### config.mk
export PLATFORM = sky130hd
export DESIGN_NAME = motor_fader_position_control
export DESIGN_NICKNAME = d
export VERILOG_FILES = /design/src/rtl/core/mfpc_pkg.sv /design/src/rtl/core/motor_fader_position_control.sv /design/src/rtl/core/mfpc_cfg_regs.sv /design/src/rtl/core/mfpc_state_ram.sv /design/src/rtl/core/mfpc_servo_calc.sv
export SDC_FILE = /design/constraint.sdc
export NUM_CORES = 1
export LEC_CHECK = 0
export ABC_AREA = 1
export BUFFER_PORTS_ARGS = -buffer_cell sky130_fd_sc_hd__buf_4
export CAP_MARGIN = 20
export CORE_MARGIN = 8
export CORE_UTILIZATION = 60
export DETAILED_ROUTE_END_ITERATION = 8
export PLACE_DENSITY = 0.77
export SYNTH_ARGS = -nofsm -noshare
export SYNTH_HDL_FRONTEND = slang
export SYNTH_HIERARCHICAL = 1
export SYNTH_SLANG_ARGS = --single-unit
### constraint.sdc
create_clock -name clk_i -period 10.7 [get_ports clk_i]
set_clock_uncertainty 0.05 [all_clocks]
set_input_delay 1.07 -clock clk_i [delete_from_list [all_inputs] [get_ports clk_i]]
set_output_delay 1.07 -clock clk_i [all_outputs]
set_load 0.005 [all_outputs]
### src/rtl/core/mfpc_pkg.sv
// Shared types, constants and register codes for the motor fader position controller.
package mfpc_pkg;

  // Number of faders held in the state RAM
  localparam int unsigned FADERS = 2;
  // Width of the fader id field on the item channel
  localparam int unsigned FaderIdW = 1;

  // APB register map, one 32-bit word per register
  localparam int unsigned CfgAddrW = 5;
  localparam int unsigned CfgDataW = 32;

  typedef enum logic [2:0] {
    REG_MAX_ERROR      = 3'd0,
    REG_BRAKE_DISTANCE = 3'd1,
    REG_SLOW_DUTY      = 3'd2,
    REG_FAST_DUTY      = 3'd3,
    REG_DEADSPOT_BASE  = 3'd4
  } cfg_reg_e;

  // H-bridge pin drive state
  typedef enum logic [1:0] {
    PIN_OFF  = 2'b00,
    PIN_UP   = 2'b01,
    PIN_DOWN = 2'b10
  } pin_e;

  // Request codes
  localparam logic REQ_SAMPLE = 1'b0;
  localparam logic REQ_SET    = 1'b1;

  // Target reset value
  localparam logic [9:0] TargetReset = 10'd30;

  // Input beat
  typedef struct packed {
    logic       req_type;
    logic       fader_id;
    logic [9:0] sample;
    logic [7:0] target_level;
  } in_item_t;

  // Result beat
  typedef struct packed {
    logic        out_fader;
    logic        motor_up;
    logic        motor_down;
    logic [7:0]  duty;
    logic        moving;
    logic [11:0] raw_position;
    logic [7:0]  level;
  } out_item_t;

  // Configuration registers
  typedef struct packed {
    logic [5:0] max_error;
    logic [9:0] brake_distance;
    logic [7:0] slow_duty;
    logic [7:0] fast_duty;
    logic [5:0] deadspot_base;
  } cfg_t;

  // One fader's servo state, one RAM word
  typedef struct packed {
    logic [9:0] cur_pos;
    logic [9:0] target_pos;
    logic       is_moving;
    logic       going_up;
    pin_e       pins;
    logic [7:0] duty;
  } entry_t;

  localparam entry_t EntryReset = '{
    cur_pos:    10'd0,
    target_pos: TargetReset,
    is_moving:  1'b0,
    going_up:   1'b0,
    pins:       PIN_OFF,
    duty:       8'd0
  };

  // Item held between the RAM read and the write-back
  typedef struct packed {
    logic       req_type;
    logic       fader_id;
    logic       fader_ok;
    logic [9:0] sample;
    logic [9:0] target_pos;
  } pipe_t;

endpackage

### src/rtl/core/motor_fader_position_control.sv
// Top level of the motor fader position controller.
//
// Items come in on the in_* channel (valid/stall): a sample beat carries one
// fader's ADC reading, a set beat carries a 0..255 target level. Every beat
// gives exactly one result beat on the out_* channel, in order, reporting
// that fader's drive pins, duty, moving flag, stored position and level.
// User must write APB settings with no beat in flight; block doesn't enforce.
//
// Per-fader state sits in a small synchronous RAM. A beat reads its fader's
// word on the accepting edge, the update is computed in the next cycle and
// written back while the result enters the output register; a bypass feeds a
// back-to-back beat for the same fader. The result passes the update stage
// and the output register; one beat is taken every cycle while no output
// stall holds the pipeline, each beat reading and writing back the state RAM.
// A stall on the output holds the result register and the beat behind it;
// in_stall_o rises once both are full. Reset empties the pipeline, restores
// the settings and makes every fader read as idle with target 30.
module motor_fader_position_control import mfpc_pkg::*; (
  input  logic                clk_i,
  input  logic                rst_ni,
  // Item channel
  input  logic                in_valid_i,
  output logic                in_stall_o,
  input  in_item_t            in_item_i,
  // Result channel
  output logic                out_valid_o,
  input  logic                out_stall_i,
  output out_item_t           out_item_o,
  // APB settings port
  input  logic                psel,
  input  logic                penable,
  input  logic                pwrite,
  input  logic [CfgAddrW-1:0] paddr,
  input  logic [CfgDataW-1:0] pwdata,
  output logic [CfgDataW-1:0] prdata,
  output logic                pready
);

  // Level to raw target: 209/64 slope low, 156/31 slope high
  function automatic logic [9:0] target_of(input logic [7:0] lv);
    logic [15:0] p1;
    logic [5:0]  d;
    logic [20:0] p2;
    logic [9:0]  tgt;
    p1 = 16'(lv) * 16'd209;
    d  = 6'(lv - 8'd193);
    p2 = 21'(d) * 21'd20613;
    if (lv <= 8'd192) begin
      tgt = p1[15:6] + TargetReset;
    end else begin
      tgt = 10'(p2[20:12]) + 10'd658;
    end
    return tgt;
  endfunction

  cfg_t      cfg;
  entry_t    rd_entry, wr_entry;
  out_item_t result;
  pipe_t     s1_q, s1_d;
  logic      s1_valid_q;
  logic      s1_adv, in_acc, ram_we;
  logic      out_valid_q;
  out_item_t out_item_q;

  mfpc_cfg_regs u_cfg_regs (
    .clk_i   (clk_i),
    .rst_ni  (rst_ni),
    .psel    (psel),
    .penable (penable),
    .pwrite  (pwrite),
    .paddr   (paddr),
    .pwdata  (pwdata),
    .prdata  (prdata),
    .pready  (pready),
    .cfg_o   (cfg)
  );

  // Handshake: the update stage moves on whenever the output register frees up
  assign s1_adv     = !out_valid_q || !out_stall_i;
  assign in_stall_o = s1_valid_q && !s1_adv;
  assign in_acc     = in_valid_i && !in_stall_o;
  assign ram_we     = s1_valid_q && s1_adv && s1_q.fader_ok;

  // Item registered alongside the RAM read; target mapped on the way in
  always_comb begin
    s1_d.req_type   = in_item_i.req_type;
    s1_d.fader_id   = in_item_i.fader_id;
    s1_d.fader_ok   = ({31'd0, in_item_i.fader_id} < FADERS);
    s1_d.sample     = in_item_i.sample;
    s1_d.target_pos = target_of(in_item_i.target_level);
  end

  mfpc_state_ram u_state_ram (
    .clk_i   (clk_i),
    .rst_ni  (rst_ni),
    .re_i    (in_acc),
    .raddr_i (in_item_i.fader_id),
    .we_i    (ram_we),
    .waddr_i (s1_q.fader_id),
    .wdata_i (wr_entry),
    .rdata_o (rd_entry)
  );

  mfpc_servo_calc u_servo_calc (
    .item_i   (s1_q),
    .entry_i  (rd_entry),
    .cfg_i    (cfg),
    .entry_o  (wr_entry),
    .result_o (result)
  );

  // Pipeline control
  always_ff @(posedge clk_i or negedge rst_ni) begin
    if (!rst_ni) begin
      s1_valid_q  <= 1'b0;
      out_valid_q <= 1'b0;
    end else begin
      if (in_acc) begin
        s1_valid_q <= 1'b1;
      end else if (s1_adv) begin
        s1_valid_q <= 1'b0;
      end
      if (s1_adv) begin
        out_valid_q <= s1_valid_q;
      end
    end
  end

  // Payload registers
  always_ff @(posedge clk_i) begin
    if (in_acc) begin
      s1_q <= s1_d;
    end
    if (s1_valid_q && s1_adv) begin
      out_item_q <= result;
    end
  end

  assign out_valid_o = out_valid_q;
  assign out_item_o  = out_item_q;

  // Checks
  a_stall_only_when_full: assert property (@(posedge clk_i) disable iff (!rst_ni)
    in_stall_o |-> (out_valid_q && out_stall_i && s1_valid_q))
    else $error("input stalled while the pipeline has room");

  a_accept_fills_stage: assert property (@(posedge clk_i) disable iff (!rst_ni)
    in_acc |=> s1_valid_q)
    else $error("accepted beat lost before the update stage");

  a_pins_exclusive: assert property (@(posedge clk_i) disable iff (!rst_ni)
    out_valid_q |-> !(out_item_q.motor_up && out_item_q.motor_down))
    else $error("both H-bridge pins driven");

  a_idle_pins_off: assert property (@(posedge clk_i) disable iff (!rst_ni)
    (out_valid_q && !out_item_q.moving) |-> (!out_item_q.motor_up && !out_item_q.motor_down))
    else $error("idle fader still driving its motor");

endmodule

### src/rtl/core/mfpc_cfg_regs.sv
// APB register file for the servo settings.
module mfpc_cfg_regs import mfpc_pkg::*; (
  input  logic                clk_i,
  input  logic                rst_ni,
  input  logic                psel,
  input  logic                penable,
  input  logic                pwrite,
  input  logic [CfgAddrW-1:0] paddr,
  input  logic [CfgDataW-1:0] pwdata,
  output logic [CfgDataW-1:0] prdata,
  output logic                pready,
  output cfg_t                cfg_o
);

  cfg_t     cfg_q, cfg_d;
  cfg_reg_e reg_idx;
  logic     wr_en;

  assign pready  = 1'b1;
  assign reg_idx = cfg_reg_e'(paddr[4:2]);
  assign wr_en   = psel && penable && pwrite;

  // Write decode
  always_comb begin
    cfg_d = cfg_q;
    if (wr_en) begin
      unique case (reg_idx)
        REG_MAX_ERROR:      cfg_d.max_error      = pwdata[5:0];
        REG_BRAKE_DISTANCE: cfg_d.brake_distance = pwdata[9:0];
        REG_SLOW_DUTY:      cfg_d.slow_duty      = pwdata[7:0];
        REG_FAST_DUTY:      cfg_d.fast_duty      = pwdata[7:0];
        REG_DEADSPOT_BASE:  cfg_d.deadspot_base  = pwdata[5:0];
        default: ;
      endcase
    end
  end

  always_ff @(posedge clk_i or negedge rst_ni) begin
    if (!rst_ni) begin
      cfg_q.max_error      <= 6'd4;
      cfg_q.brake_distance <= 10'd40;
      cfg_q.slow_duty      <= 8'd100;
      cfg_q.fast_duty      <= 8'd190;
      cfg_q.deadspot_base  <= 6'd8;
    end else begin
      cfg_q <= cfg_d;
    end
  end

  // Read mux
  always_comb begin
    unique case (reg_idx)
      REG_MAX_ERROR:      prdata = CfgDataW'(cfg_q.max_error);
      REG_BRAKE_DISTANCE: prdata = CfgDataW'(cfg_q.brake_distance);
      REG_SLOW_DUTY:      prdata = CfgDataW'(cfg_q.slow_duty);
      REG_FAST_DUTY:      prdata = CfgDataW'(cfg_q.fast_duty);
      REG_DEADSPOT_BASE:  prdata = CfgDataW'(cfg_q.deadspot_base);
      default:            prdata = '0;
    endcase
  end

  assign cfg_o = cfg_q;

endmodule

### src/rtl/core/mfpc_state_ram.sv
// Per-fader state RAM: registered synchronous read, write bypass, reset valid bits.
module mfpc_state_ram import mfpc_pkg::*; (
  input  logic                clk_i,
  input  logic                rst_ni,
  input  logic                re_i,
  input  logic [FaderIdW-1:0] raddr_i,
  input  logic                we_i,
  input  logic [FaderIdW-1:0] waddr_i,
  input  entry_t              wdata_i,
  output entry_t              rdata_o
);

  entry_t             mem_q [FADERS];
  entry_t             rdata_q;
  logic [FADERS-1:0]  vld_q;
  logic               rvld_q;
  logic               bypass;

  // Same-entry write and read in the same cycle: hand the new word straight on
  assign bypass = we_i && (waddr_i == raddr_i);

  always_ff @(posedge clk_i) begin
    if (we_i) begin
      mem_q[waddr_i] <= wdata_i;
    end
    if (re_i) begin
      if (bypass) begin
        rdata_q <= wdata_i;
      end else begin
        rdata_q <= mem_q[raddr_i];
      end
    end
  end

  // Entries never written read as the reset state
  always_ff @(posedge clk_i or negedge rst_ni) begin
    if (!rst_ni) begin
      vld_q  <= '0;
      rvld_q <= 1'b0;
    end else begin
      if (we_i) begin
        vld_q[waddr_i] <= 1'b1;
      end
      if (re_i) begin
        rvld_q <= bypass || vld_q[raddr_i];
      end
    end
  end

  assign rdata_o = rvld_q ? rdata_q : EntryReset;

endmodule

### src/rtl/core/mfpc_servo_calc.sv
// Servo update: target window, drive pins, duty, deadband and level mapping.
module mfpc_servo_calc import mfpc_pkg::*; (
  input  pipe_t     item_i,
  input  entry_t    entry_i,
  input  cfg_t      cfg_i,
  output entry_t    entry_o,
  output out_item_t result_o
);

  // Raw position to 0..255 level, reciprocal multiplies for the constant divides
  function automatic logic [7:0] level_of(input logic [9:0] p);
    logic [9:0]  x;
    logic [8:0]  z;
    logic [24:0] m1;
    logic [20:0] m2;
    logic [7:0]  lvl;
    x   = p - 10'd60;
    z   = 9'(p - 10'd658);
    m1  = 25'(x) * 25'd21077;   // x*64/199
    m2  = 21'(z) * 21'd3256;    // z*31/156
    if (p < 10'd60) begin
      lvl = 8'd0;
    end else if (p <= 10'd657) begin
      lvl = m1[23:16];
    end else if (p <= 10'd970) begin
      lvl = 8'(m2[20:14]) + 8'd193;
    end else begin
      lvl = 8'd255;
    end
    return lvl;
  endfunction

  logic [9:0]  c, t, old_pos;
  logic [10:0] c_ext, t_ext, me_ext;
  logic        hit_up, hit_dn, hit, reached;
  logic [9:0]  tgt_dist, moved;
  logic [7:0]  band_thr, duty_new;
  logic        hold;

  assign c       = item_i.sample;
  assign t       = entry_i.target_pos;
  assign old_pos = entry_i.cur_pos;
  assign c_ext   = {1'b0, c};
  assign t_ext   = {1'b0, t};
  assign me_ext  = 11'(cfg_i.max_error);

  // Target window depends on the direction of travel
  assign hit_up  = (c >= t) && (c_ext <= t_ext + me_ext);
  assign hit_dn  = (c <= t) && (c_ext + me_ext >= t_ext);
  assign hit     = entry_i.going_up ? hit_up : hit_dn;
  assign reached = entry_i.is_moving && hit;

  // Brake distance picks the duty
  assign tgt_dist = (c > t) ? (c - t) : (t - c);
  assign duty_new = (tgt_dist <= cfg_i.brake_distance) ? cfg_i.slow_duty : cfg_i.fast_duty;

  // Deadband grows by one base step per 500 counts of position
  always_comb begin
    if (c >= 10'd1000) begin
      band_thr = 8'({cfg_i.deadspot_base, 1'b0}) + 8'(cfg_i.deadspot_base);
    end else if (c >= 10'd500) begin
      band_thr = 8'({cfg_i.deadspot_base, 1'b0});
    end else begin
      band_thr = 8'(cfg_i.deadspot_base);
    end
  end

  // Once the target is reached the deadband is bypassed, so the new reading is never held
  assign moved = (c > old_pos) ? (c - old_pos) : (old_pos - c);
  assign hold  = !reached && (moved <= 10'(band_thr));

  // Next state of the fader
  always_comb begin
    entry_o = entry_i;
    if (item_i.req_type == REQ_SAMPLE) begin
      if (entry_i.is_moving) begin
        if (hit) begin
          entry_o.pins      = PIN_OFF;
          entry_o.is_moving = 1'b0;
        end else if (c > t) begin
          entry_o.pins = PIN_DOWN;
        end else if (c < t) begin
          entry_o.pins = PIN_UP;
        end
        entry_o.duty = duty_new;
      end
      entry_o.cur_pos = hold ? old_pos : c;
    end else begin
      entry_o.is_moving  = 1'b1;
      entry_o.target_pos = item_i.target_pos;
      entry_o.going_up   = item_i.target_pos > old_pos;
    end
  end

  // Result beat
  always_comb begin
    result_o           = '0;
    result_o.out_fader = item_i.fader_id;
    if (item_i.fader_ok) begin
      result_o.motor_up     = (entry_o.pins == PIN_UP);
      result_o.motor_down   = (entry_o.pins == PIN_DOWN);
      result_o.duty         = entry_o.duty;
      result_o.moving       = entry_o.is_moving;
      result_o.raw_position = 12'(entry_o.cur_pos);
      result_o.level        = level_of(entry_o.cur_pos);
    end
  end

endmodule
======== Yosys cells after proc, flatten, opt, wreduce, memory -nomap -nowiden ========
Memory sizes are Yosys's and may differ from the RTL's. A register that Yosys moved wholly into a read port is not among the register bits.
Cells that the tools add are included.
Widths: inputs -> output; s select.
storage, ports and cells
  register bits ........................... 95
  bits in writable memories ............... 64
  input port bits ......................... 64
  output and inout port bits .............. 67
  word-level logic and storage cells ...... 121
  memories kept ........................... 1
memories
  name               depth  bits a word  rd ports  clocked after memory_dff  wr ports  RTL line              RTL
  u_state_ram.mem_q  2      32           1         1                         1         mfpc_state_ram.sv:13  entry_t mem_q [FADERS];
operators by class
  add/subtract/negate cells ............... 13
  multiply operators ...................... 4
  magnitude comparators ................... 19
  equal/unequal tests ..................... 7
  muxes and demuxes ....................... 31
  bitwise operators ....................... 1
  reduce and logical (&&, ||, !) cells .... 25
operators with widths
  operator                count
  $mux 10                 8
  $pmux 10 s5             1
  $sub 10x10->10          4
  $mux 32                 1
  $mux 8                  4
  $gt 10x10->1            3
  $mul 10x15->24 const B  1
  $add 10x6->11           2
  $mul 6x15->21 const B   1
  $le 10x10->1            2
  $le 10x10->1 const B    2
  $mul 9x9->18 const B    1
  $mul 8x8->16 const B    1
  $mux 1                  12
  $ge 11x10->1            1
  $le 10x11->1            1
  $logic_and 1x1->1       11
  $add 10x5->10 const B   1
  $add 9x10->10 const B   1
  $ge 10x10->1            1
  $ge 10x10->1 const B    1
  $ge 10x9->1 const B     1
  $le 10x8->1             1
  $lt 10x10->1            1
  other kinds (24)        37

======== Depth between registers and ports, before layout ========
  word-level depth ........................ 15
  depth in mapped cells ................... 69
  mapped depth without buffers ............ 65

======== Hierarchy ========
Netlist, hierarchy kept.
by module, submodules not included
  module                        times used  cells each  area each (um^2)  sequential area each (um^2)
  mfpc_servo_calc               1           1354        8979.9            0.0
  mfpc_state_ram                1           393         4130.2            2957.8
  motor_fader_position_control  1           407         4041.4            1671.6
  mfpc_cfg_regs                 1           270         2165.8            967.2

======== Worst setup path after synthesis ========
OpenSTA, ideal clock, no wires.
  path type ............................... flip-flop to flip-flop
  start ................................... register u_state_ram.rvld_q
  end ..................................... register out_item_q, in the netlist out_item_o[6] (data pin)
  setup time .............................. 0.254 ns
  data arrival time ....................... 8.434 ns
  required time ........................... 10.396 ns
  setup slack ............................. 1.962 ns
  stages on the path, launching flop included .. 59
  path buffers ............................ 4
  clock period less this slack ............ 8.738 ns
  cells stage by stage .................... dfrtp_1 clkbuf_1 buf_2 nand2_1 inv_1 ha_1 inv_1 fa_1 nand3_1 nand3_1 nand2_1 buf_1 o211ai_1 o21ai_0 xor2_1 inv_1 ha_1 nand2_1 [23 not listed] ha_1 inv_1 fa_1 fa_1 inv_1 ha_1 a21oi_1 o21ai_0 a21oi_1 nand2_1 nand2_1 nand2_1 a21o_1 xnor2_1 nor3_1 xor2_1 o21ai_1 nor2_1
RTL lines
  what                    RTL line                             RTL
  start, declared         mfpc_state_ram.sv:16                 logic rvld_q;
  start signal, assigned  mfpc_state_ram.sv:45                 rvld_q <= bypass || vld_q[raddr_i];
  end signal, assigned    motor_fader_position_control.sv:135  out_item_q <= result;
  end, declared           motor_fader_position_control.sv:63   out_item_t out_item_q;

==> impl_metrics.csv <==
group,metric,value,unit
logic_synthesis,synth_edf_count,150,
detailed_routing,drtIter0Drc,878,
detailed_routing,firstDrtPassIters,5,
worst_setup_path,worst-path-max-fanout,18,
clocking,ctsRootBufferMaster,"clkbuf_16",
timing,setup_violations,0,
timing,period_minus_slack,9702,ps
logic_synthesis,syn_inst,2424,
global_route,grt_pass1_wl,77.48,mm
global_route,grt.total_usage,24.51,%
timing,max_freq,0.1031,GHz
worst_setup_path,critPathTopFamily,"adder cells",
placed_design,routabilityCongestion,0.9652,
timing,slew_viol_final,0,
die,die_w,195.4,µm
timing,rsz0062_at_grt,"no",
detailed_routing,wl_per_cell,16.02,µm
global_route,grt_pass1_vias,16370,
timing,slew_headroom,46.28,%
die,num_io_pins,131,
logic_synthesis,async_flop_share,22.28,%
die,fp-row-count,65,
worst_setup_path,cp_slowest_cell,"fa_1",
die,initial_core_util,61.06,%
global_route,grt_max_degree,57,
placed_design,dp_hpwl,36.94,mm
clocking,clock-sinks,193,
min_path,worst_hold_path_type,"reg2reg",
timing,worstMarginPinSlew,805.7,ps
worst_setup_path,critPathRequiredTime,10850,ps
clocking,cts_buffer_depth,2,
clocking,numCtsBuffers,17,
layout,antenna_cells,0,
worst_setup_path,startpoint_type,"register",
timing,finalHoldViolations,0,
global_route,met3_usage,3.731,%
detailed_routing,drt-vias-per-instance,5.481,
global_route,met1_usage,29.13,%
die,core_area,31640,µm²
logic_synthesis,yosys_warnings,6,
die,fp.dieH,195.4,µm
clocking,cts_tree,"done",
timing,tns,0,ps
worst_setup_path,cpPeakStageDelay,550,ps
flow_run,maxCapViolCount,0,
logic_synthesis,ys_seq_area_share,28.97,%
logic_synthesis,synth.distinct_cells,69,
worst_setup_path,crit_type,"reg2reg",
clocking,postCtsHoldBufs,0,
placed_design,postPlaceCellArea,20160,µm²
detailed_routing,wirelength,46.71,mm
global_route,grt_antenna_before_repair,0,
global_route,gr-total-overflow,0,
detailed_routing,drcViolationCount,0,
layout,layout.cells.non_filler,2915,
global_route,gr-max-usage-layer,"met2",
layout,nets,2908,
logic_synthesis,syn_area,19320,µm²
clocking,clk_pin_slew,80,ps
detailed_routing,vias,15980,
logic_synthesis,post_synth.cell_area_avg,7.969,µm²
global_route,met2_usage,43.18,%
layout,syn2layout_area_growth,7.617,%
clocking,clock_latency,450,ps
layout,drive_gt1_share,10.78,%
detailed_routing,ant_nets,0,
clocking,htreeDepth,4,
run_status,status,"finished clean",
logic_synthesis,ys.flop_type,"edfxtp_1",
worst_setup_path,cp.buffers_inverters,9,
timing,finalCritPeriodShare,90.67,%
logic_synthesis,ys_ff_latch,193,
placed_design,dp.cells,2880,
placed_design,portBuffers,83,
worst_setup_path,worst_setup_path_end_kind,"register",
layout,finalInstanceArea,20790,µm²
worst_setup_path,cp.arrival,9850,ps
die,die_area,38190,µm²
-- timing repair --
action / CTS / global route
setup buffers: 0 / 3
resized for setup: 0 / 3
endpoints found under the setup margin: 0 / 5
-- worst paths after layout --
kind                       cells after the start                   end  slack (ps)                  from
max                                           54         out_item_o[6]        1000              s1_q[10]
min                                            2  u_state_ram/vld_q[0]         420  u_state_ram/vld_q[0]
max reg2reg                                   54         out_item_o[6]        1000              s1_q[10]
min reg2reg                                    2  u_state_ram/vld_q[0]         420  u_state_ram/vld_q[0]
max in group asynchronous                      1    u_state_ram/rvld_q        9570                rst_ni
min in group asynchronous                      1  u_cfg_regs/cfg_o[35]         570                rst_ni
-- logic make-up after synthesis --
group | after synthesis | share of synthesized area, %
adders and majority gates | 344 | 24.34
buffers and inverters | 463 | 10.27
AOI/OAI and AO/OA | 297 | 8.815
and+or+nand+nor | 1050 | 24.07
other | 4 | 0.07770
xor gates and xnor gates | 69 | 3.245
DFF | 193 | 28.97
muxes | 4 | 0.2137
-- final cells by class --
cell class	count	area (µm²)
inverter	399	1510
clock buffer	17	425.4
sequential	193	5598
timing repair buffer	98	735.7
clock inverter	15	178.9
tap	402	503.0
fill	2635	10850
multi-input combinational	1791	11840
-- worst register-to-register path, delay by kind of cell, from the launching register on --
family | cells | cell delay [ps]
buffers and inverters | 9 | 980
AOI/OAI and AO/OA | 13 | 1930
and+or+nand+nor | 20 | 2340
DFF | 1 | 540
xor gates and xnor gates | 3 | 730
adders and majority gates | 9 | 2880
-- state kept, by name, indices dropped and copies added (netlist names) --
name / flops
out_item_o: 32
u_cfg_regs/cfg_o: 38
s1_q: 22
out_valid_o: 1
u_state_ram/rvld_q: 1
u_state_ram/mem_q: 64
u_state_ram/rdata_q: 32
u_state_ram/vld_q: 2
s1_valid_q: 1
-- synth_stat cells (all sizes together) (18+ instances only) --
| cell | number | area (µm²) |
|---|---|---|
| nor3 | 24 | 130.1 |
| fa | 53 | 1061 |
| nor2 | 167 | 762.0 |
| a21oi | 107 | 539.3 |
| inv | 399 | 1510 |
| ha | 291 | 3641 |
| o21ai | 127 | 676.9 |
| nand2 | 716 | 2884 |
| buf | 53 | 421.7 |
| edfxtp | 150 | 4504 |
| xor2 | 51 | 469.2 |
| nand3 | 104 | 605.6 |
| nand4 | 27 | 190.2 |
| xnor2 | 18 | 157.7 |
| dfrtp | 30 | 750.7 |
-- layout by cell type, fill, tap and decap left out, types with 14 or more instances in the layout --
master	n
xnor2_1	18
nand4_1	25
inv_2	14
nand2_2	40
nor3_1	22
clkbuf_16	17
inv_1	381
nand3_1	93
xor2_1	48
ha_1	291
buf_4	98
a21oi_1	105
fa_1	53
edfxtp_1	150
o21ai_0	108
nor2_1	144
nand2_1	664
dfrtp_1	29
conb_1	27
-- through the flow --
stage	utilization, %	setup WS, ps	hold WS, ps
floorplan	-	1962	371.8
global placement	63.72	781.4	382.9
detailed placement	63.72	587.4	400.5
CTS	65.63	516.4	419.5
global route	65.71	69.83	441.0
finish	65.71	998.4	415.7
-- metal layers --
metal,share of wire [%],vias up
met5,0,-
met4,4.1,0
met3,4.7,117
met2,49,466
met1,42,7441
li1,-,7952
Power is not shown: default switching activity piles up to over one toggle a cycle in this logic, so the estimate is an artifact.
